**src/hw/rtl/dlts_pkg.sv**
```systemverilog
`timescale 1ns / 1ps

package dlts_pkg;

  // Fixed field widths
  localparam int unsigned TASK_W     = 8;
  localparam int unsigned DELTA_W    = 16;
  localparam int unsigned SLOT_W     = 4;
  localparam int unsigned KIND_W     = 2;
  localparam int unsigned ERR_W      = 2;
  localparam int unsigned TCNT_W     = 5;
  localparam int unsigned PEND_W     = 8;
  localparam int unsigned IN_DATA_W  = 48;
  localparam int unsigned OUT_DATA_W = 16;

  // Item kinds
  localparam logic [KIND_W-1:0] KIND_TICK     = 2'd0;
  localparam logic [KIND_W-1:0] KIND_ADD      = 2'd1;
  localparam logic [KIND_W-1:0] KIND_DISPATCH = 2'd2;
  localparam logic [KIND_W-1:0] KIND_DELETE   = 2'd3;

  // Error codes
  localparam logic [ERR_W-1:0] ERR_NONE     = 2'd0;
  localparam logic [ERR_W-1:0] ERR_BAD_SLOT = 2'd1;
  localparam logic [ERR_W-1:0] ERR_FULL     = 2'd2;

  // Read address select
  localparam logic [2:0] RD_NONE   = 3'd0;
  localparam logic [2:0] RD_ZERO   = 3'd1;
  localparam logic [2:0] RD_PTR_UP = 3'd2;
  localparam logic [2:0] RD_PTR_DN = 3'd3;
  localparam logic [2:0] RD_CNT_M1 = 3'd4;
  localparam logic [2:0] RD_POS    = 3'd5;

  // Write select
  localparam logic [2:0] WR_NONE = 3'd0;
  localparam logic [2:0] WR_TICK = 3'd1;
  localparam logic [2:0] WR_UP   = 3'd2;
  localparam logic [2:0] WR_NEW  = 3'd3;
  localparam logic [2:0] WR_DN   = 3'd4;

  // Position register source
  localparam logic [2:0] POS_KEEP = 3'd0;
  localparam logic [2:0] POS_ZERO = 3'd1;
  localparam logic [2:0] POS_SLOT = 3'd2;
  localparam logic [2:0] POS_PTR  = 3'd3;
  localparam logic [2:0] POS_CNT  = 3'd4;

  // One list entry as stored in the table
  typedef struct packed {
    logic [DELTA_W-1:0] period;
    logic [DELTA_W-1:0] delta;
    logic [TASK_W-1:0]  task_id;
  } entry_t;

  // Controller to datapath
  typedef struct packed {
    logic             accept;
    logic [2:0]       rd_sel;
    logic [2:0]       wr_sel;
    logic [2:0]       pos_sel;
    logic             dly_sub;
    logic             hold_ld;
    logic             cnt_inc;
    logic             cnt_dec;
    logic             readd;
    logic             res_run;
    logic [ERR_W-1:0] err_set;
    logic             out_ld;
  } dlts_cmd_t;

  // Datapath to controller
  typedef struct packed {
    logic [KIND_W-1:0] kind;
    logic              cnt_zero;
    logic              cnt_full;
    logic              pend_zero;
    logic              slot_bad;
    logic              delta_le;
    logic              ptr_last;
    logic              ptr_at_pos;
    logic              hold_per_zero;
  } dlts_stat_t;

endpackage

```
**src/hw/rtl/delta_list_task_scheduler_unit.sv**
```systemverilog
`timescale 1ns / 1ps
// Per item: a tick on a non-empty list counts down the head entry's delta, or counts a pending
// run once it is zero; an add scans for its place and, when it lands inside the list, first
// moves the later entries up one slot; a delete or dispatch moves the later entries down one
// slot; a re-adding dispatch runs both walks. The single-port table walk moves one entry a cycle.
// One item at a time: the next beat can be taken in the cycle after the result is registered, even
// while it waits. Reset (rst_n low, synchronous) empties the list; table data is kept.
module delta_list_task_scheduler_unit
  import dlts_pkg::*;
#(
  parameter int unsigned MAX_TASKS = 16
) (
  input  logic                  clk,
  input  logic                  rst_n,
  input  logic                  in_tvalid,
  output logic                  in_tready,
  input  logic [IN_DATA_W-1:0]  in_tdata,   // [7:0] task_ident, [23:8] start_delay,
                                            // [39:24] repeat_period, [43:40] slot_index
  input  logic [KIND_W-1:0]     in_tuser,   // [1:0] kind
  output logic                  out_tvalid,
  input  logic                  out_tready,
  output logic [OUT_DATA_W-1:0] out_tdata   // [0] run_valid, [8:1] run_task,
                                            // [10:9] error_code, [15:11] task_count
);

  dlts_cmd_t  cmd;
  dlts_stat_t stat;

  dlts_ctrl u_ctrl (
    .clk        (clk),
    .rst_n      (rst_n),
    .in_tvalid  (in_tvalid),
    .in_tready  (in_tready),
    .out_tvalid (out_tvalid),
    .out_tready (out_tready),
    .stat       (stat),
    .cmd        (cmd)
  );

  dlts_dpath #(
    .MAX_TASKS (MAX_TASKS)
  ) u_dpath (
    .clk       (clk),
    .rst_n     (rst_n),
    .in_tdata  (in_tdata),
    .in_tuser  (in_tuser),
    .out_tdata (out_tdata),
    .cmd       (cmd),
    .stat      (stat)
  );

endmodule

```
**src/hw/rtl/dlts_dpath.sv**
```systemverilog
`timescale 1ns / 1ps

module dlts_dpath
  import dlts_pkg::*;
#(
  parameter int unsigned MAX_TASKS = 16
) (
  input  logic                  clk,
  input  logic                  rst_n,
  input  logic [IN_DATA_W-1:0]  in_tdata,   // task_ident, start_delay, repeat_period, slot_index
  input  logic [KIND_W-1:0]     in_tuser,   // kind
  output logic [OUT_DATA_W-1:0] out_tdata,  // run_valid, run_task, error_code, task_count
  input  dlts_cmd_t             cmd,
  output dlts_stat_t            stat
);

  localparam int unsigned IW = $clog2(MAX_TASKS);
  localparam int unsigned CW = $clog2(MAX_TASKS + 1);

  // Task table
  entry_t mem [MAX_TASKS];
  entry_t rd_q_r;
  logic   rd_en;
  logic   [IW-1:0] rd_addr;
  logic   wr_en;
  logic   [IW-1:0] wr_addr;
  entry_t wr_data;

  // Item and walk registers
  logic [KIND_W-1:0]  kind_r;
  logic [TASK_W-1:0]  id_r;
  logic [DELTA_W-1:0] dly_r;
  logic [DELTA_W-1:0] per_r;
  logic [SLOT_W-1:0]  slot_r;
  logic [IW-1:0]      ptr_r;
  logic [CW-1:0]      pos_r;
  entry_t             hold_r;

  // List state
  logic [CW-1:0]     cnt_r;
  logic [PEND_W-1:0] pend_r;

  // Result
  logic                  res_run_r;
  logic [TASK_W-1:0]     res_task_r;
  logic [ERR_W-1:0]      res_err_r;
  logic [OUT_DATA_W-1:0] out_data_r;

  logic [DELTA_W:0]   merge_sum;
  logic [DELTA_W-1:0] merged;
  logic               ptr_at_pos;
  logic               ptr_after_pos;

  assign ptr_at_pos    = (CW'(ptr_r) == pos_r);
  assign ptr_after_pos = (CW'(ptr_r) == pos_r + CW'(1));
  assign merge_sum     = {1'b0, rd_q_r.delta} + {1'b0, hold_r.delta};
  assign merged        = merge_sum[DELTA_W] ? '1 : merge_sum[DELTA_W-1:0];

  // Read address decode
  always_comb begin
    rd_en   = 1'b1;
    rd_addr = '0;
    unique case (cmd.rd_sel)
      RD_ZERO:   rd_addr = '0;
      RD_PTR_UP: rd_addr = ptr_r + IW'(1);
      RD_PTR_DN: rd_addr = ptr_r - IW'(1);
      RD_CNT_M1: rd_addr = IW'(cnt_r - CW'(1));
      RD_POS:    rd_addr = IW'(pos_r);
      default:   rd_en   = 1'b0;
    endcase
  end

  // Write decode
  always_comb begin
    wr_en   = 1'b1;
    wr_addr = '0;
    wr_data = rd_q_r;
    unique case (cmd.wr_sel)
      WR_TICK: begin
        wr_addr       = '0;
        wr_data.delta = rd_q_r.delta - DELTA_W'(1);
        wr_en         = (rd_q_r.delta != '0);
      end
      WR_UP: begin
        wr_addr = ptr_r + IW'(1);
        if (ptr_at_pos) begin
          wr_data.delta = rd_q_r.delta - dly_r;
        end
      end
      WR_NEW: begin
        wr_addr         = IW'(pos_r);
        wr_data.period  = per_r;
        wr_data.delta   = dly_r;
        wr_data.task_id = id_r;
      end
      WR_DN: begin
        wr_addr = ptr_r - IW'(1);
        if (ptr_after_pos) begin
          wr_data.delta = merged;
        end
      end
      default: wr_en = 1'b0;
    endcase
  end

  // Table write and registered read
  always_ff @(posedge clk) begin
    if (wr_en) begin
      mem[wr_addr] <= wr_data;
    end
    if (rd_en) begin
      rd_q_r <= mem[rd_addr];
      ptr_r  <= rd_addr;
    end
  end

  // Item fields, running delay, position and held entry
  always_ff @(posedge clk) begin
    if (cmd.accept) begin
      kind_r <= in_tuser;
      id_r   <= in_tdata[7:0];
      dly_r  <= in_tdata[23:8];
      per_r  <= in_tdata[39:24];
      slot_r <= in_tdata[43:40];
    end else if (cmd.readd) begin
      id_r  <= hold_r.task_id;
      dly_r <= hold_r.period;
      per_r <= hold_r.period;
    end else if (cmd.dly_sub) begin
      dly_r <= dly_r - rd_q_r.delta;
    end
    case (cmd.pos_sel)
      POS_ZERO: pos_r <= '0;
      POS_SLOT: pos_r <= CW'(slot_r);
      POS_PTR:  pos_r <= CW'(ptr_r);
      POS_CNT:  pos_r <= cnt_r;
      default:  pos_r <= pos_r;
    endcase
    if (cmd.hold_ld) begin
      hold_r <= rd_q_r;
    end
  end

  // Entry count and pending runs of the head
  always_ff @(posedge clk) begin
    if (!rst_n) begin
      cnt_r  <= '0;
      pend_r <= '0;
    end else begin
      if (cmd.cnt_inc) begin
        cnt_r <= cnt_r + CW'(1);
      end else if (cmd.cnt_dec) begin
        cnt_r <= cnt_r - CW'(1);
      end
      if (cmd.cnt_dec && pos_r == '0) begin
        pend_r <= '0;
      end else if (cmd.wr_sel == WR_TICK && rd_q_r.delta == '0 && pend_r != '1) begin
        pend_r <= pend_r + PEND_W'(1);
      end
    end
  end

  // Result fields and output beat
  always_ff @(posedge clk) begin
    if (cmd.accept) begin
      res_run_r  <= 1'b0;
      res_task_r <= '0;
      res_err_r  <= ERR_NONE;
    end else begin
      if (cmd.res_run) begin
        res_run_r  <= 1'b1;
        res_task_r <= hold_r.task_id;
      end
      if (cmd.err_set != ERR_NONE) begin
        res_err_r <= cmd.err_set;
      end
    end
    if (cmd.out_ld) begin
      out_data_r <= {TCNT_W'(cnt_r), res_err_r, res_task_r, res_run_r};
    end
  end

  assign out_tdata = out_data_r;

  // Status
  always_comb begin
    stat.kind          = kind_r;
    stat.cnt_zero      = (cnt_r == '0);
    stat.cnt_full      = (cnt_r == CW'(MAX_TASKS));
    stat.pend_zero     = (pend_r == '0);
    stat.slot_bad      = (32'(slot_r) >= 32'(cnt_r));
    stat.delta_le      = (rd_q_r.delta <= dly_r);
    stat.ptr_last      = (CW'(ptr_r) + CW'(1) == cnt_r);
    stat.ptr_at_pos    = ptr_at_pos;
    stat.hold_per_zero = (hold_r.period == '0);
  end

`ifndef SYNTHESIS
  a_cnt_range: assert property (@(posedge clk) disable iff (!rst_n)
    cnt_r <= CW'(MAX_TASKS))
    else $error("entry count beyond table depth");
  a_pend_head: assert property (@(posedge clk) disable iff (!rst_n)
    pend_r != '0 |-> cnt_r != '0)
    else $error("pending runs without a head entry");
  a_dn_addr: assert property (@(posedge clk) disable iff (!rst_n)
    cmd.wr_sel == WR_DN |-> ptr_r != '0)
    else $error("shift-down write below slot zero");
`endif

endmodule

```
**src/hw/rtl/dlts_ctrl.sv**
```systemverilog
`timescale 1ns / 1ps

module dlts_ctrl
  import dlts_pkg::*;
(
  input  logic       clk,
  input  logic       rst_n,
  input  logic       in_tvalid,
  output logic       in_tready,
  output logic       out_tvalid,
  input  logic       out_tready,
  input  dlts_stat_t stat,
  output dlts_cmd_t  cmd
);

  localparam logic [3:0] S_IDLE  = 4'd0;
  localparam logic [3:0] S_DEC   = 4'd1;
  localparam logic [3:0] S_TICK  = 4'd2;
  localparam logic [3:0] S_INS0  = 4'd3;
  localparam logic [3:0] S_SCAN  = 4'd4;
  localparam logic [3:0] S_SH0   = 4'd5;
  localparam logic [3:0] S_SH    = 4'd6;
  localparam logic [3:0] S_NEW   = 4'd7;
  localparam logic [3:0] S_RM0   = 4'd8;
  localparam logic [3:0] S_RM1   = 4'd9;
  localparam logic [3:0] S_RMSH  = 4'd10;
  localparam logic [3:0] S_RMEND = 4'd11;
  localparam logic [3:0] S_DONE  = 4'd12;

  logic [3:0] state_r;
  logic [3:0] state_nxt;
  logic       out_vld_r;
  logic       out_vld_nxt;

  // Take no beat while reset is held
  assign in_tready  = rst_n && (state_r == S_IDLE);
  assign out_tvalid = out_vld_r;

  // Sequence one item
  always_comb begin
    cmd         = '0;
    cmd.rd_sel  = RD_NONE;
    cmd.wr_sel  = WR_NONE;
    cmd.pos_sel = POS_KEEP;
    cmd.err_set = ERR_NONE;
    state_nxt   = state_r;
    unique case (state_r)
      S_IDLE: begin
        if (in_tvalid && rst_n) begin
          cmd.accept = 1'b1;
          state_nxt  = S_DEC;
        end
      end
      S_DEC: begin
        unique case (stat.kind)
          KIND_TICK: begin
            if (stat.cnt_zero) begin
              state_nxt = S_DONE;
            end else begin
              cmd.rd_sel = RD_ZERO;
              state_nxt  = S_TICK;
            end
          end
          KIND_ADD: state_nxt = S_INS0;
          KIND_DISPATCH: begin
            if (!stat.pend_zero && !stat.cnt_zero) begin
              cmd.pos_sel = POS_ZERO;
              state_nxt   = S_RM0;
            end else begin
              state_nxt = S_DONE;
            end
          end
          default: begin
            if (stat.slot_bad) begin
              cmd.err_set = ERR_BAD_SLOT;
              state_nxt   = S_DONE;
            end else begin
              cmd.pos_sel = POS_SLOT;
              state_nxt   = S_RM0;
            end
          end
        endcase
      end
      S_TICK: begin
        cmd.wr_sel = WR_TICK;
        state_nxt  = S_DONE;
      end
      S_INS0: begin
        if (stat.cnt_full) begin
          cmd.err_set = ERR_FULL;
          state_nxt   = S_DONE;
        end else if (stat.cnt_zero) begin
          cmd.pos_sel = POS_ZERO;
          state_nxt   = S_NEW;
        end else begin
          cmd.rd_sel = RD_ZERO;
          state_nxt  = S_SCAN;
        end
      end
      // Walk while the entry expires no later than the new one
      S_SCAN: begin
        if (stat.delta_le) begin
          cmd.dly_sub = 1'b1;
          if (stat.ptr_last) begin
            cmd.pos_sel = POS_CNT;
            state_nxt   = S_NEW;
          end else begin
            cmd.rd_sel = RD_PTR_UP;
          end
        end else begin
          cmd.pos_sel = POS_PTR;
          state_nxt   = S_SH0;
        end
      end
      S_SH0: begin
        cmd.rd_sel = RD_CNT_M1;
        state_nxt  = S_SH;
      end
      // Move entries up one slot, tail first
      S_SH: begin
        cmd.wr_sel = WR_UP;
        if (stat.ptr_at_pos) begin
          state_nxt = S_NEW;
        end else begin
          cmd.rd_sel = RD_PTR_DN;
        end
      end
      S_NEW: begin
        cmd.wr_sel  = WR_NEW;
        cmd.cnt_inc = 1'b1;
        state_nxt   = S_DONE;
      end
      S_RM0: begin
        cmd.rd_sel = RD_POS;
        state_nxt  = S_RM1;
      end
      S_RM1: begin
        cmd.hold_ld = 1'b1;
        if (stat.ptr_last) begin
          state_nxt = S_RMEND;
        end else begin
          cmd.rd_sel = RD_PTR_UP;
          state_nxt  = S_RMSH;
        end
      end
      // Move entries down one slot, head side first
      S_RMSH: begin
        cmd.wr_sel = WR_DN;
        if (stat.ptr_last) begin
          state_nxt = S_RMEND;
        end else begin
          cmd.rd_sel = RD_PTR_UP;
        end
      end
      S_RMEND: begin
        cmd.cnt_dec = 1'b1;
        state_nxt   = S_DONE;
        if (stat.kind == KIND_DISPATCH) begin
          cmd.res_run = 1'b1;
          if (!stat.hold_per_zero) begin
            cmd.readd = 1'b1;
            state_nxt = S_INS0;
          end
        end
      end
      S_DONE: begin
        if (!out_vld_r || out_tready) begin
          cmd.out_ld = 1'b1;
          state_nxt  = S_IDLE;
        end
      end
      default: state_nxt = S_IDLE;
    endcase
  end

  // Output beat valid
  always_comb begin
    out_vld_nxt = out_vld_r;
    if (cmd.out_ld) begin
      out_vld_nxt = 1'b1;
    end else if (out_tready) begin
      out_vld_nxt = 1'b0;
    end
  end

  always_ff @(posedge clk) begin
    if (!rst_n) begin
      state_r   <= S_IDLE;
      out_vld_r <= 1'b0;
    end else begin
      state_r   <= state_nxt;
      out_vld_r <= out_vld_nxt;
    end
  end

`ifndef SYNTHESIS
  a_accept_dec: assert property (@(posedge clk) disable iff (!rst_n)
    cmd.accept |=> state_r == S_DEC)
    else $error("accepted beat not decoded next cycle");
  a_no_overwrite: assert property (@(posedge clk) disable iff (!rst_n)
    cmd.out_ld |-> (!out_vld_r || out_tready))
    else $error("result overwrites a waiting beat");
  a_new_room: assert property (@(posedge clk) disable iff (!rst_n)
    state_r == S_NEW |-> !stat.cnt_full)
    else $error("insert into a full table");
`endif

endmodule
```
**config.mk**
```make
export PLATFORM = sky130hd
export DESIGN_NAME = delta_list_task_scheduler_unit
export DESIGN_NICKNAME = d
export VERILOG_FILES = /design/src/hw/rtl/dlts_pkg.sv /design/src/hw/rtl/delta_list_task_scheduler_unit.sv /design/src/hw/rtl/dlts_dpath.sv /design/src/hw/rtl/dlts_ctrl.sv
export SDC_FILE = /design/constraint.sdc
export NUM_CORES = 1
export LEC_CHECK = 0
export ABC_AREA = 1
export BUFFER_PORTS_ARGS = -buffer_cell sky130_fd_sc_hd__buf_2
export CAP_MARGIN = 20
export CORE_MARGIN = 2
export CORE_UTILIZATION = 50
export DETAILED_ROUTE_END_ITERATION = 10
export PLACE_DENSITY = 0.68
export SYNTH_ARGS = -nofsm -noshare
export SYNTH_HDL_FRONTEND = slang
export SYNTH_SLANG_ARGS = --single-unit
```
**constraint.sdc**
```tcl
create_clock -name clk -period 5.2 [get_ports clk]
set_input_delay 0.52 -clock clk [delete_from_list [all_inputs] [get_ports clk]]
set_output_delay 0.52 -clock clk [all_outputs]
set_load 0.02 [all_outputs]
```
* After elaboration in Yosys (flattened, before gate mapping)
Memory sizes are Yosys's and may differ from the RTL's. A register that Yosys moved wholly into a read port is not among the register bits.
Cells that the tools add are included.
** Operators by class
- Add/subtract/negate cells :: 11
- $lt $le $gt $ge :: 2
- Equal/unequal tests :: 37
- Muxes and demuxes :: 71
- Bitwise logic cells :: 1
- Reduce and logical (&&, ||, !) cells :: 32
** Operators by type and width (number)
- 2-to-1 mux 16 bit :: 9
- case mux 16 bit (4 select lines) :: 1
- case mux 4 bit (12 select lines) :: 1
- 2-to-1 mux 4 bit :: 10
- zero test 16 bit :: 2
- subtractor 16 bit :: 2
- 2-to-1 mux 3 bit :: 9
- 2-to-1 mux 8 bit :: 3
- case mux 4 bit (3 select lines) :: 2
- case mux 3 bit (7 select lines) :: 1
- equality test 4 bit (second input constant) :: 5
- case mux 5 bit (4 select lines) :: 1
- 2-to-1 mux 1 bit :: 19
- equality test 3 x 2 -> 1 bit (second input constant) :: 6
- adder 16 x 16 -> 17 bit :: 1
- equality test 4 x 3 -> 1 bit (second input constant) :: 4
- less-or-equal comparator 16 bit :: 1
- case mux 4 bit (4 select lines) :: 1
- nonzero test 16 bit :: 1
- subtractor 16 x 1 -> 16 bit (second input constant) :: 1
- 2-to-1 mux 2 bit :: 7
- equality test 3 bit (second input constant) :: 4
- case mux 3 bit (4 select lines) :: 1
- adder 5 x 1 -> 5 bit (second input constant) :: 2
- other kinds (38) :: 60
** Word-level totals
- Flip-flop bits (word level) :: 140
- RAM bits :: 640
- Bits of input ports :: 54
- Output and inout port bits :: 18
- Memories :: 1
** Memory list
- u_dpath.mem :: depth 16, bits a word 40, read ports 1, clocked after memory_dff 1, write ports 1, RTL line dlts_dpath.sv:21 : entry_t mem [MAX_TASKS];

* Depth between registers and ports, before layout
Gate-level depths: netlist of run 1.
- Word-level depth :: 8
- Gate-level depth with buffers :: 23
- Mapped depth without buffers :: 21

* By module
A second synthesis of run 1 with hierarchy kept.
** Second synthesis, totals
- Cell total of the unflattened synthesis :: 3792
- Area, all modules :: 38019.0 um^2
** By module, submodules not included
- dlts_dpath :: instances 1, cells each 3655, area an instance 37312.0 um^2, seq. area each 24233.2 um^2
- dlts_ctrl :: instances 1, cells each 137, area an instance 706.9 um^2, seq. area each 100.1 um^2

* Worst setup path before layout of run 1
Ideal clock, no wire load.
- Kind :: reg-to-reg
- Start point :: register u_ctrl.state_r[3]
- End point :: memory u_dpath.mem[0][0] (netlist bit) (enable)
- Setup time :: 498 ps
- Arrival :: 4518 ps
- Required time :: 4702 ps
- Slack :: 185 ps
- Stages on the path, launching flop included :: 10
- Path buffers :: 1
- Path through :: dfxtp_1 -> inv_2 -> nand2_2 -> nor2_1 -> inv_1 -> clkbuf_1 -> nor2_1 -> a31oi_1 -> nand2_1 -> a211oi_1
** On the way
- Cells in the longest elaborated chain, start to end :: 7
- Elaborated cells on any way between the ends :: 14
- Those cells by class :: eq/ne (8); mux (5); reduce/logical (1)
** RTL lines
- start, declared :: RTL line dlts_ctrl.sv:30 : logic [3:0] state_r;
- start signal, assigned :: RTL line dlts_ctrl.sv:191 : state_r <= state_nxt;
- equality test 4 bit, or another cell as far along :: RTL line dlts_ctrl.sv:47 : unique case (state_r)
- case mux 3 bit (4 select lines) * :: RTL line dlts_ctrl.sv:47
- equality test 3 x 2 -> 1 bit / equality test 3 bit (equally long branches) :: RTL line dlts_dpath.sv:78 : unique case (cmd.wr_sel)
- OR reduction 3 bit (no line)
- case mux 1 bit (2 select lines) :: RTL line dlts_dpath.sv:78
- 2-to-1 mux 1 bit :: RTL line dlts_dpath.sv:108 : if (wr_en) begin
- 2-to-1 mux 1 bit (implied by the code) :: RTL line dlts_dpath.sv:109 : mem[wr_addr] <= wr_data;
- end, declared :: RTL line dlts_dpath.sv:21
Mark *: on every way between the ends. The rest lies on a longest branch, timed or not.

* Worst setup path after layout of run 1
- Start point :: register u_dpath.rd_q_r[8] (netlist name)
- End point :: register u_dpath.rd_q_r[2] (netlist name)
** On the way
- Cells in the longest elaborated chain, start to end :: 6
- Elaborated cells on any way between the ends :: 11
- Those cells by class :: order compare (1); eq/ne (5); mux (4); reduce/logical (1)
** RTL lines
- less-or-equal comparator 16 bit * :: RTL line dlts_dpath.sv:192 : stat.delta_le = (rd_q_r.delta <= dly_r);
- 2-to-1 mux 3 bit * :: RTL line dlts_ctrl.sv:102 : if (stat.delta_le) begin
- case mux 3 bit (7 select lines) * :: RTL line dlts_ctrl.sv:47
- equality test 3 x 1 -> 1 bit, or another cell as far along :: RTL line dlts_dpath.sv:63 : unique case (cmd.rd_sel)
- OR reduction 5 bit (no line)
- 2-to-1 mux 1 bit :: RTL line dlts_dpath.sv:63
Marked as above.
A chain may end at the register's enable or synchronous reset.

==> results of run 1 <==
area by class of cell:
type	count	share of cell area [%]
Clock inverter	50	1.34
Timing Repair Buffer	134	2.56
Multi-Input combinational cell	2540	28.5
Inverter	177	1.60
Clock buffer	103	5.22
Sequential cell	820	57.9
Tap cell	969	2.88
cell families (layout without fill, tap and decap cells):
logic type | Yosys count | after routing
AND/OR/NAND/NOR | 2152 | 2152
flip-flops | 820 | 820
buffers and inverters | 377 | 464
AO/OA/AOI/OAI | 284 | 284
adder cells (fa/ha/maj) | 63 | 63
XOR/XNOR | 41 | 41
critical path, delay by kind of cell (launching register included):
kind / cells / cell delay [ps]
flops: 1 / 550
fa+ha+maj: 2 / 570
simple gates: 17 / 2140
buf+inv: 3 / 650
cell usage after synthesis (4+ instances only):
library cell / instances
sky130_fd_sc_hd__a211oi_1: 5
sky130_fd_sc_hd__a21oi_1: 115
sky130_fd_sc_hd__a31oi_1: 12
sky130_fd_sc_hd__buf_1: 9
sky130_fd_sc_hd__buf_2: 98
sky130_fd_sc_hd__buf_4: 27
sky130_fd_sc_hd__buf_6: 12
sky130_fd_sc_hd__clkbuf_1: 52
sky130_fd_sc_hd__clkinv_1: 4
sky130_fd_sc_hd__dfxtp_1: 29
sky130_fd_sc_hd__edfxtp_1: 791
sky130_fd_sc_hd__ha_1: 60
sky130_fd_sc_hd__inv_1: 154
sky130_fd_sc_hd__inv_2: 19
sky130_fd_sc_hd__nand2_1: 1348
sky130_fd_sc_hd__nand2_2: 4
sky130_fd_sc_hd__nand3_1: 608
sky130_fd_sc_hd__nand4_1: 18
sky130_fd_sc_hd__nor2_1: 126
sky130_fd_sc_hd__nor2_4: 4
sky130_fd_sc_hd__nor3_1: 22
sky130_fd_sc_hd__nor4_1: 8
sky130_fd_sc_hd__o2111ai_1: 12
sky130_fd_sc_hd__o211ai_1: 7
sky130_fd_sc_hd__o21ai_0: 100
sky130_fd_sc_hd__o21bai_1: 6
sky130_fd_sc_hd__o221ai_1: 6
sky130_fd_sc_hd__xnor2_1: 10
sky130_fd_sc_hd__xor2_1: 31
stage by stage:
| step | worst slack [ps] | std cells |
|---|---|---|
| floorplan | 185 | 3737 |
| global placement | 1140 | 4637 |
| detailed placement | 1130 | 4638 |
| CTS | 1100 | 4791 |
| global route | 674 | 4793 |
| finish | 1030 | 4793 |
power by group through the flow:
stage | registers (mW) | logic, mW | clock network [mW]
after floorplan | 9.03 | 5.78 | 0
after global placement | 9.20 | 7.93 | 0
after detailed placement | 9.19 | 8.04 | 0
after CTS | 9.07 | 8.07 | 6.07
after global routing | 9.11 | 9.10 | 6.33
final | 9.08 | 8.17 | 6.01
worst min path at each step:
| stage | end | slack, ps | start |
|---|---|---|---|
| finish | u_dpath.slot_r[1] | 70 | in_tdata[41] |
| global placement | u_dpath.out_tdata[8] | 410 | u_dpath.res_task_r[7] |
| global route | u_dpath.slot_r[0] | 70 | in_tdata[40] |
| floorplan | u_dpath.out_tdata[1] | 400 | u_dpath.res_task_r[0] |
| CTS | u_dpath.slot_r[1] | 50 | in_tdata[41] |
| detailed placement | u_dpath.out_tdata[5] | 410 | u_dpath.res_task_r[4] |
registers in the layout, summed over array words and instances, names as in the netlist:
name	count
u_dpath.mem	640
u_dpath.hold_r	40
u_dpath.rd_q_r	40
u_dpath.dly_r	16
u_dpath.out_tdata	16
u_dpath.per_r	16
u_dpath.id_r	8
u_dpath.pend_r	8
u_dpath.res_task_r	8
u_dpath.cnt_r	5
u_dpath.pos_r	5
u_ctrl.state_r	4
u_dpath.ptr_r	4
u_dpath.slot_r	4
u_dpath.kind_r	2
u_dpath.res_err_r	2
u_ctrl.out_tvalid	1
u_dpath.res_run_r	1
routing by layer:
| layer | vias up | track usage, % | wire (um) |
|---|---|---|---|
| met5 | - | 0 | 0 |
| met4 | 0 | 9.25 | 3330 |
| met3 | 205 | 4.24 | 9580 |
| met2 | 1326 | 42.2 | 48200 |
| met1 | 13300 | 37.3 | 43100 |
| li1 | 12900 | - | - |
==> metrics.csv, run 1 <==
stage,metric,value,unit
floorplanning,Site Rows,100,
worst_setup_path,maximum cell stage delay along the critical path,550,ps
yosys,share of flip-flops with an asynchronous set or reset after synthesis,0,%
routing,routed wire length per instance,21.8,um
floorplanning,Total Die Area,0.0780,sq mm
worst_setup_path,most repeated library cell on the critical path,sky130_fd_sc_hd__nand2_1,
global_routing,number of global-route vias before repair,25800,
worst_setup_path,Critical Path Source,u_dpath.rd_q_r[8],
yosys,#FFs+latches synth,820,
power,Pint,14.5,mW
yosys,gate count of the mapped netlist,3737,
clocking,post-cts hold buffer count,0,
routing,number of vias in the routed layout,27700,
worst_setup_path,CP Cell Sequence,"inv_1, ha_1, inv_1, fa_1, nand3_1, nand3_1, nand2_1, nand2_1, nand2_1, nand2_1, nand2_1, nand3_2, nand2_2, nand2_8, nand2_8, buf_12, nand2_1, nand2_1, nand2_1, nand3_1, nand3_1, nand2_1",
global_routing,maximum number of pins on one net before global-route repair,167,
worst_setup_path,Reg2Reg Setup Slack,1030,ps
floorplanning,die extent in x,279,um
worst_setup_path,cell depth of the worst flop-to-flop path,22,
placement,weighted congestion at the end of routability-driven global placement,0.962,
worst_setup_path,end point of the critical path,u_dpath.rd_q_r[2],
yosys,synth unique cells,52,
cells_and_area,"Core Util, Final",56.3,%
yosys,Post-synth top flop,sky130_fd_sc_hd__edfxtp_1,
sta,post-route clock period utilization,80.3,%
yosys,synthesis warning total,0,
yosys,fraction of the mapped netlist area in simple logic gates,23.9,%
sta,clock period minus worst slack,4170,ps
clocking,clock input transition at the sequential cells of the worst setup and hold paths,60,ps
sta,WHS,73.3,ps
cells_and_area,multi-input gate area in the final layout,0.0120,sq mm
cells_and_area,share of final-layout standard cells stronger than drive strength 1,8.13,%
floorplanning,core outline area,0.0747,sq mm
yosys,compound-cell area share of the yosys netlist,4.24,%
power,switching power share of the total,37.5,%
worst_setup_path,origin of the critical flop-to-flop path,u_dpath.rd_q_r[8],
cells_and_area,"most common cell after layout, fill and taps aside",sky130_fd_sc_hd__nand2_1,
cells_and_area,Sequential Area,0.0243,sq mm
cells_and_area,number of nets at the end of the flow,3875,
cells_and_area,Inserted Diodes,0,
clocking,clock latency at the later pin of the worst-skew pair,650,ps
sta,setup repair after global routing missed its margin,no,
yosys,adder-cell share of the synthesized area,2.14,%
worst_setup_path,slowest library cell on the worst path,sky130_fd_sc_hd__edfxtp_1,
routing,antenna-violating nets left,0,
sta,count of pins over their slew limit,0,
min_path,Hold Crit Depth,1,
yosys,leading cell types by total area after synthesis,"sky130_fd_sc_hd__edfxtp_1 (63%), sky130_fd_sc_hd__nand2_1 (13%), sky130_fd_sc_hd__nand3_1 (8.0%)",
cells_and_area,post-layout instance area,0.0420,sq mm
sta,number of hold violations in the final report,0,
yosys,portion of netlist area occupied by mux cells,0,%
routing,total wire length,104000,um
worst_setup_path,crit path kind,reg2reg,
clocking,deepest clock path buffer count,3,
yosys,number of synthesized flops with an enable pin,791,
cells_and_area,P&R area growth vs syn,10.9,%
power,leakage power total,16.4,nW
routing,via count normalized by instance count,5.78,
sta,headroom to the max-slew limit,31.3,%
yosys,leading area contributor after synthesis,sky130_fd_sc_hd__edfxtp_1,
min_path,worst hold path class,in2reg,
worst_setup_path,Critical Path RT,5710,ps
placement,placed standard-cell area,0.0393,sq mm
run,max_cap viols,0,
placement,Buffers on Ports,67,
yosys,Mapped Avg Cell Area,10.1,sq um
clocking,number of resized instances in the post-cts repair step,0,
power,Switch Pwr,8.73,mW
sta,Fmax achieved,0.240,GHz
clocking,setup bufs post-CTS,0,
cells_and_area,count of filler cells inserted in the layout,6248,
clocking,Clk Tree Root Cell,sky130_fd_sc_hd__clkbuf_16,
power,clock share of power,25.8,%
global_routing,total congestion overflow,0,
clocking,clock tree from TritonCTS,done,
yosys,summed instance area of the synthesized netlist,0.0379,sq mm
routing,count of unresolved DRC violations after routing,0,
global_routing,initial antenna violation count,1,
worst_setup_path,worst reg2reg path endpoint,u_dpath.rd_q_r[2],
power,power share of the combinational group,35.1,%
global_routing,global-route wire length before repair,157000,um
yosys,combinational family with the most area after synthesis,simple AND/OR/NAND/NOR gates,
yosys,top cell type's share of synthesized area,62.7,%
clocking,level count of the clock H-tree,3,
power,maximum resistive drop on vdd,439,uV
floorplanning,I/O pin count,72,
sta,clock skew,40.7,ps
worst_setup_path,critical path capture point type,register,
power,power share of the sequential group,39.0,%
routing,number of iterations in the first detailed-routing pass,6,
yosys,sequential element share of the synthesized area,64.2,%
floorplanning,Chip Height,279,um
worst_setup_path,worst-path fanout max,107,
sta,total negative slack for setup checks,0,ps
clocking,total CTS buffers,85,
cells_and_area,"commonest non-fill, non-tap cells in the layout","sky130_fd_sc_hd__nand2_1 (1347), sky130_fd_sc_hd__edfxtp_1 (791), sky130_fd_sc_hd__nand3_1 (608), sky130_fd_sc_hd__inv_1 (152), sky130_fd_sc_hd__a21oi_1 (115)",
floorplanning,Initial Utilization,50.7,%
worst_setup_path,critical path launch point type,register,
power,Power Density,553,mW/mm^2
placement,hpwl dp,57500,um
yosys,"Net Count, Synth",3854,
clocking,clock sinks,820,
sta,Worst Tran Pin Value,1030,ps
power,power consumption,23.3,mW
yosys,xor-xnor portion of the synthesized cell area,0.947,%
sta,count of endpoints failing setup in the final report,0,
worst_setup_path,Crit path arrival time,4680,ps
routing,Starting DRT DRC Count,3014,
status,run status,finished clean,
global_routing,Total GRT Usage,26.6,%
Note: power is estimated with default switching activity, not from simulation.
==> inputs of run 2 (changes only) <==
Clock period 5.2 ns to 3.3 ns, I/O delays scaled along.
==> run 2 against run 1 <==
Against the previous run:
- clock-buffer cell count up 3
- clock skew decreased by 0.94 ps
- first-iteration DRC count rose by 21%
- non-clock buffer count is 187 higher
- setup slack worse by 960 ps
- total power increased by 71%
- critical path depth fell by 3
- global-route usage up 1.2 points
- sequential power grew 56%
- final area is 6.7% higher
==> metrics.csv, run 2 (synthesis results as in run 1) <==
stage,metric,value,unit,change
cells_and_area,register ranked first by flip-flop count,u_dpath.mem,,
routing,total wire length,111000,um,+6.4%
placement,placed standard-cell area,0.0410,sq mm,+4.3%
placement,hpwl dp,65400,um,+14%
clocking,level count of the clock H-tree,3,,unchanged
power,switching power share of the total,37.3,%,-0.21 points
sta,setup repair after global routing missed its margin,yes,,
cells_and_area,"most common cell after layout, fill and taps aside",sky130_fd_sc_hd__nand2_1,,
power,leakage power total,17.7,nW,+8.4%
clocking,total CTS buffers,85,,unchanged
worst_setup_path,Critical Path Source,u_dpath.rd_q_r[11],,
global_routing,initial antenna violation count,0,,-1
power,maximum resistive drop on vdd,458,uV,+4.2%
worst_setup_path,cell depth of the worst flop-to-flop path,19,,-14%
routing,count of unresolved DRC violations after routing,0,,unchanged
clocking,clock input transition at the sequential cells of the worst setup and hold paths,60,ps,about the same
sta,headroom to the max-slew limit,48.5,%,+17 points
cells_and_area,number of nets at the end of the flow,4062,,+4.8%
routing,routed wire length per instance,22.3,um,+2.4%
min_path,worst hold path class,in2reg,,
power,power share of the combinational group,40.5,%,+5.4 points
clocking,clock sinks,820,,unchanged
worst_setup_path,origin of the critical flop-to-flop path,u_dpath.rd_q_r[11],,
worst_setup_path,Reg2Reg Setup Slack,70,ps,-960 ps
routing,number of iterations in the first detailed-routing pass,6,,unchanged
cells_and_area,count of filler cells inserted in the layout,5987,,-4.2%
cells_and_area,Inserted Diodes,0,,unchanged
worst_setup_path,crit path kind,reg2reg,,
worst_setup_path,worst-path fanout max,8,,-93%
cells_and_area,P&R area growth vs syn,18.4,%,
cells_and_area,"commonest non-fill, non-tap cells in the layout","sky130_fd_sc_hd__nand2_1 (1324), sky130_fd_sc_hd__edfxtp_1 (791), sky130_fd_sc_hd__nand3_1 (575), sky130_fd_sc_hd__inv_1 (150), sky130_fd_sc_hd__buf_4 (128)",,
power,Power Density,887,mW/mm^2,+60%
power,Switch Pwr,14.9,mW,+70%
routing,antenna-violating nets left,0,,unchanged
global_routing,maximum number of pins on one net before global-route repair,93,,-44%
global_routing,total congestion overflow,0,,unchanged
sta,Worst Tran Pin Value,765,ps,-262 ps
placement,weighted congestion at the end of routability-driven global placement,0.978,,+1.6%
floorplanning,die extent in x,279,um,unchanged
cells_and_area,share of final-layout standard cells stronger than drive strength 1,13.6,%,+5.5 points
floorplanning,Initial Utilization,50.7,%,unchanged
worst_setup_path,end point of the critical path,u_dpath.rd_q_r[29],,
placement,Buffers on Ports,67,,unchanged
global_routing,global-route wire length before repair,163000,um,+3.8%
sta,WHS,33.1,ps,-40.2 ps
clocking,clock tree from TritonCTS,done,,
clocking,deepest clock path buffer count,3,,unchanged
sta,clock period minus worst slack,3230,ps,-942 ps
floorplanning,core outline area,0.0747,sq mm,unchanged
cells_and_area,Largest register FFs,640,,unchanged
cells_and_area,Sequential Area,0.0243,sq mm,unchanged
sta,count of pins over their slew limit,0,,unchanged
floorplanning,Total Die Area,0.0780,sq mm,unchanged
cells_and_area,Top Registers,"u_dpath.mem: 640 flops, u_dpath.hold_r: 40 flops, u_dpath.rd_q_r: 40 flops",,
sta,post-route clock period utilization,97.9,%,+18 points
floorplanning,Site Rows,100,,unchanged
worst_setup_path,critical path capture point type,register,,
run,max_cap viols,0,,unchanged
status,run status,finished clean,,
power,clock share of power,23.9,%,-1.9 points
sta,clock skew,39.7,ps,-0.940 ps
cells_and_area,multi-input gate area in the final layout,0.0123,sq mm,+2.6%
worst_setup_path,Critical Path RT,3700,ps,-2010 ps
sta,number of hold violations in the final report,0,,unchanged
clocking,Clk Tree Root Cell,sky130_fd_sc_hd__clkbuf_16,,
global_routing,number of global-route vias before repair,26800,,+3.6%
worst_setup_path,Crit path arrival time,3630,ps,-1050 ps
sta,Fmax achieved,0.309,GHz,+29%
worst_setup_path,critical path launch point type,register,,
routing,via count normalized by instance count,5.76,,-0.32%
global_routing,Total GRT Usage,27.7,%,+1.2 points
cells_and_area,post-layout instance area,0.0449,sq mm,+6.7%
worst_setup_path,worst reg2reg path endpoint,u_dpath.rd_q_r[29],,
routing,number of vias in the routed layout,28700,,+3.7%
power,Pint,24.9,mW,+72%
floorplanning,Chip Height,279,um,unchanged
clocking,clock latency at the later pin of the worst-skew pair,660,ps,about the same
routing,Starting DRT DRC Count,3656,,+21%
power,power share of the sequential group,35.6,%,-3.4 points
sta,count of endpoints failing setup in the final report,0,,unchanged
floorplanning,I/O pin count,72,,unchanged
[run 2: power groups by stage]
| stage | combinational, mW | sequential, mW | clock, mW |
|---|---|---|---|
| after CTS | 14.8 | 14.1 | 9.60 |
| after global placement | 14.5 | 14.3 | 0 |
| final | 16.1 | 14.2 | 9.51 |
| after floorplan | 9.12 | 14.2 | 0 |
| after detailed placement | 14.6 | 14.3 | 0 |
| after global routing | 17.6 | 14.2 | 10.0 |
[run 2: how the worst min path moves through the flow]
stage	start	end	slack, ps	cells past startpoint
3_5_place_dp	u_dpath.res_task_r[5]	u_dpath.out_tdata[6]	410	0
4_1_cts	in_tdata[21]	u_dpath.dly_r[13]	3	3
2_1_floorplan	u_dpath.res_task_r[0]	u_dpath.out_tdata[1]	400	0
3_3_place_gp	u_dpath.res_task_r[4]	u_dpath.out_tdata[5]	410	0
5_1_grt	in_tdata[19]	u_dpath.dly_r[11]	30	3
6_report	in_tdata[21]	u_dpath.dly_r[13]	30	3
[run 2: area by class of cell]
class	count	share of cell area, %
Sequential cell	820	54.2
Multi-Input combinational cell	2540	27.4
Timing Repair Buffer	321	7.97
Clock buffer	106	5.06
Tap cell	969	2.70
Inverter	177	1.50
Clock inverter	51	1.08
[run 2: per-layer routing]
metal	track usage [%]	wire length [um]
met1	38.8	44600
met2	44.3	51900
met3	4.58	11100
met4	9.28	3500
met5	0	0
[run 2: metrics by stage]
| step | utilization, % | power (mW) | std cells | TNS [ps] | setup slack [ps] |
|---|---|---|---|---|---|
| final | 60.1 | 39.8 | 4984 | 0 | 68.1 |
| after CTS | 58.9 | 38.5 | 4956 | 0 | 29.4 |
| after global placement | 54.9 | 28.9 | 4777 | -90.5 | -73.4 |
| after detailed placement | 54.9 | 29.0 | 4777 | -495 | -126 |
| after floorplan | - | 23.3 | 3737 | -179680 | -393 |
| after global routing | 60.1 | 41.8 | 4984 | -201 | -42.7 |
[run 2: worst max-delay path: stages (launching register included)]
cell and delay [ps]:
sky130_fd_sc_hd__edfxtp_1 530, sky130_fd_sc_hd__ha_1 400, sky130_fd_sc_hd__buf_4 150, sky130_fd_sc_hd__inv_1 60, sky130_fd_sc_hd__nor3_1 180, sky130_fd_sc_hd__buf_4 150, sky130_fd_sc_hd__nand3_1 100, sky130_fd_sc_hd__nand2_2 150
sky130_fd_sc_hd__nand3_4 110, sky130_fd_sc_hd__nand2_8 130, sky130_fd_sc_hd__nand3_4 90, sky130_fd_sc_hd__nand2_4 80, sky130_fd_sc_hd__nor2_4 50, sky130_fd_sc_hd__buf_12 170, sky130_fd_sc_hd__clkbuf_16 180, sky130_fd_sc_hd__buf_12 140
sky130_fd_sc_hd__nand2_1 70, sky130_fd_sc_hd__nand3_1 70, sky130_fd_sc_hd__nand3_1 110, sky130_fd_sc_hd__nand2_1 60
[run 2: repair_timing]
action / 4_1_cts / 5_1_grt
gates cloned: 0 / 14
pin swaps: 0 / 39
buffers inserted: 1 / 18
hold buffers: 21 / 0
hold endpoints to repair: 23 / 0
gates resized for setup: 4 / 95
endpoints found under the setup margin: 45 / 257
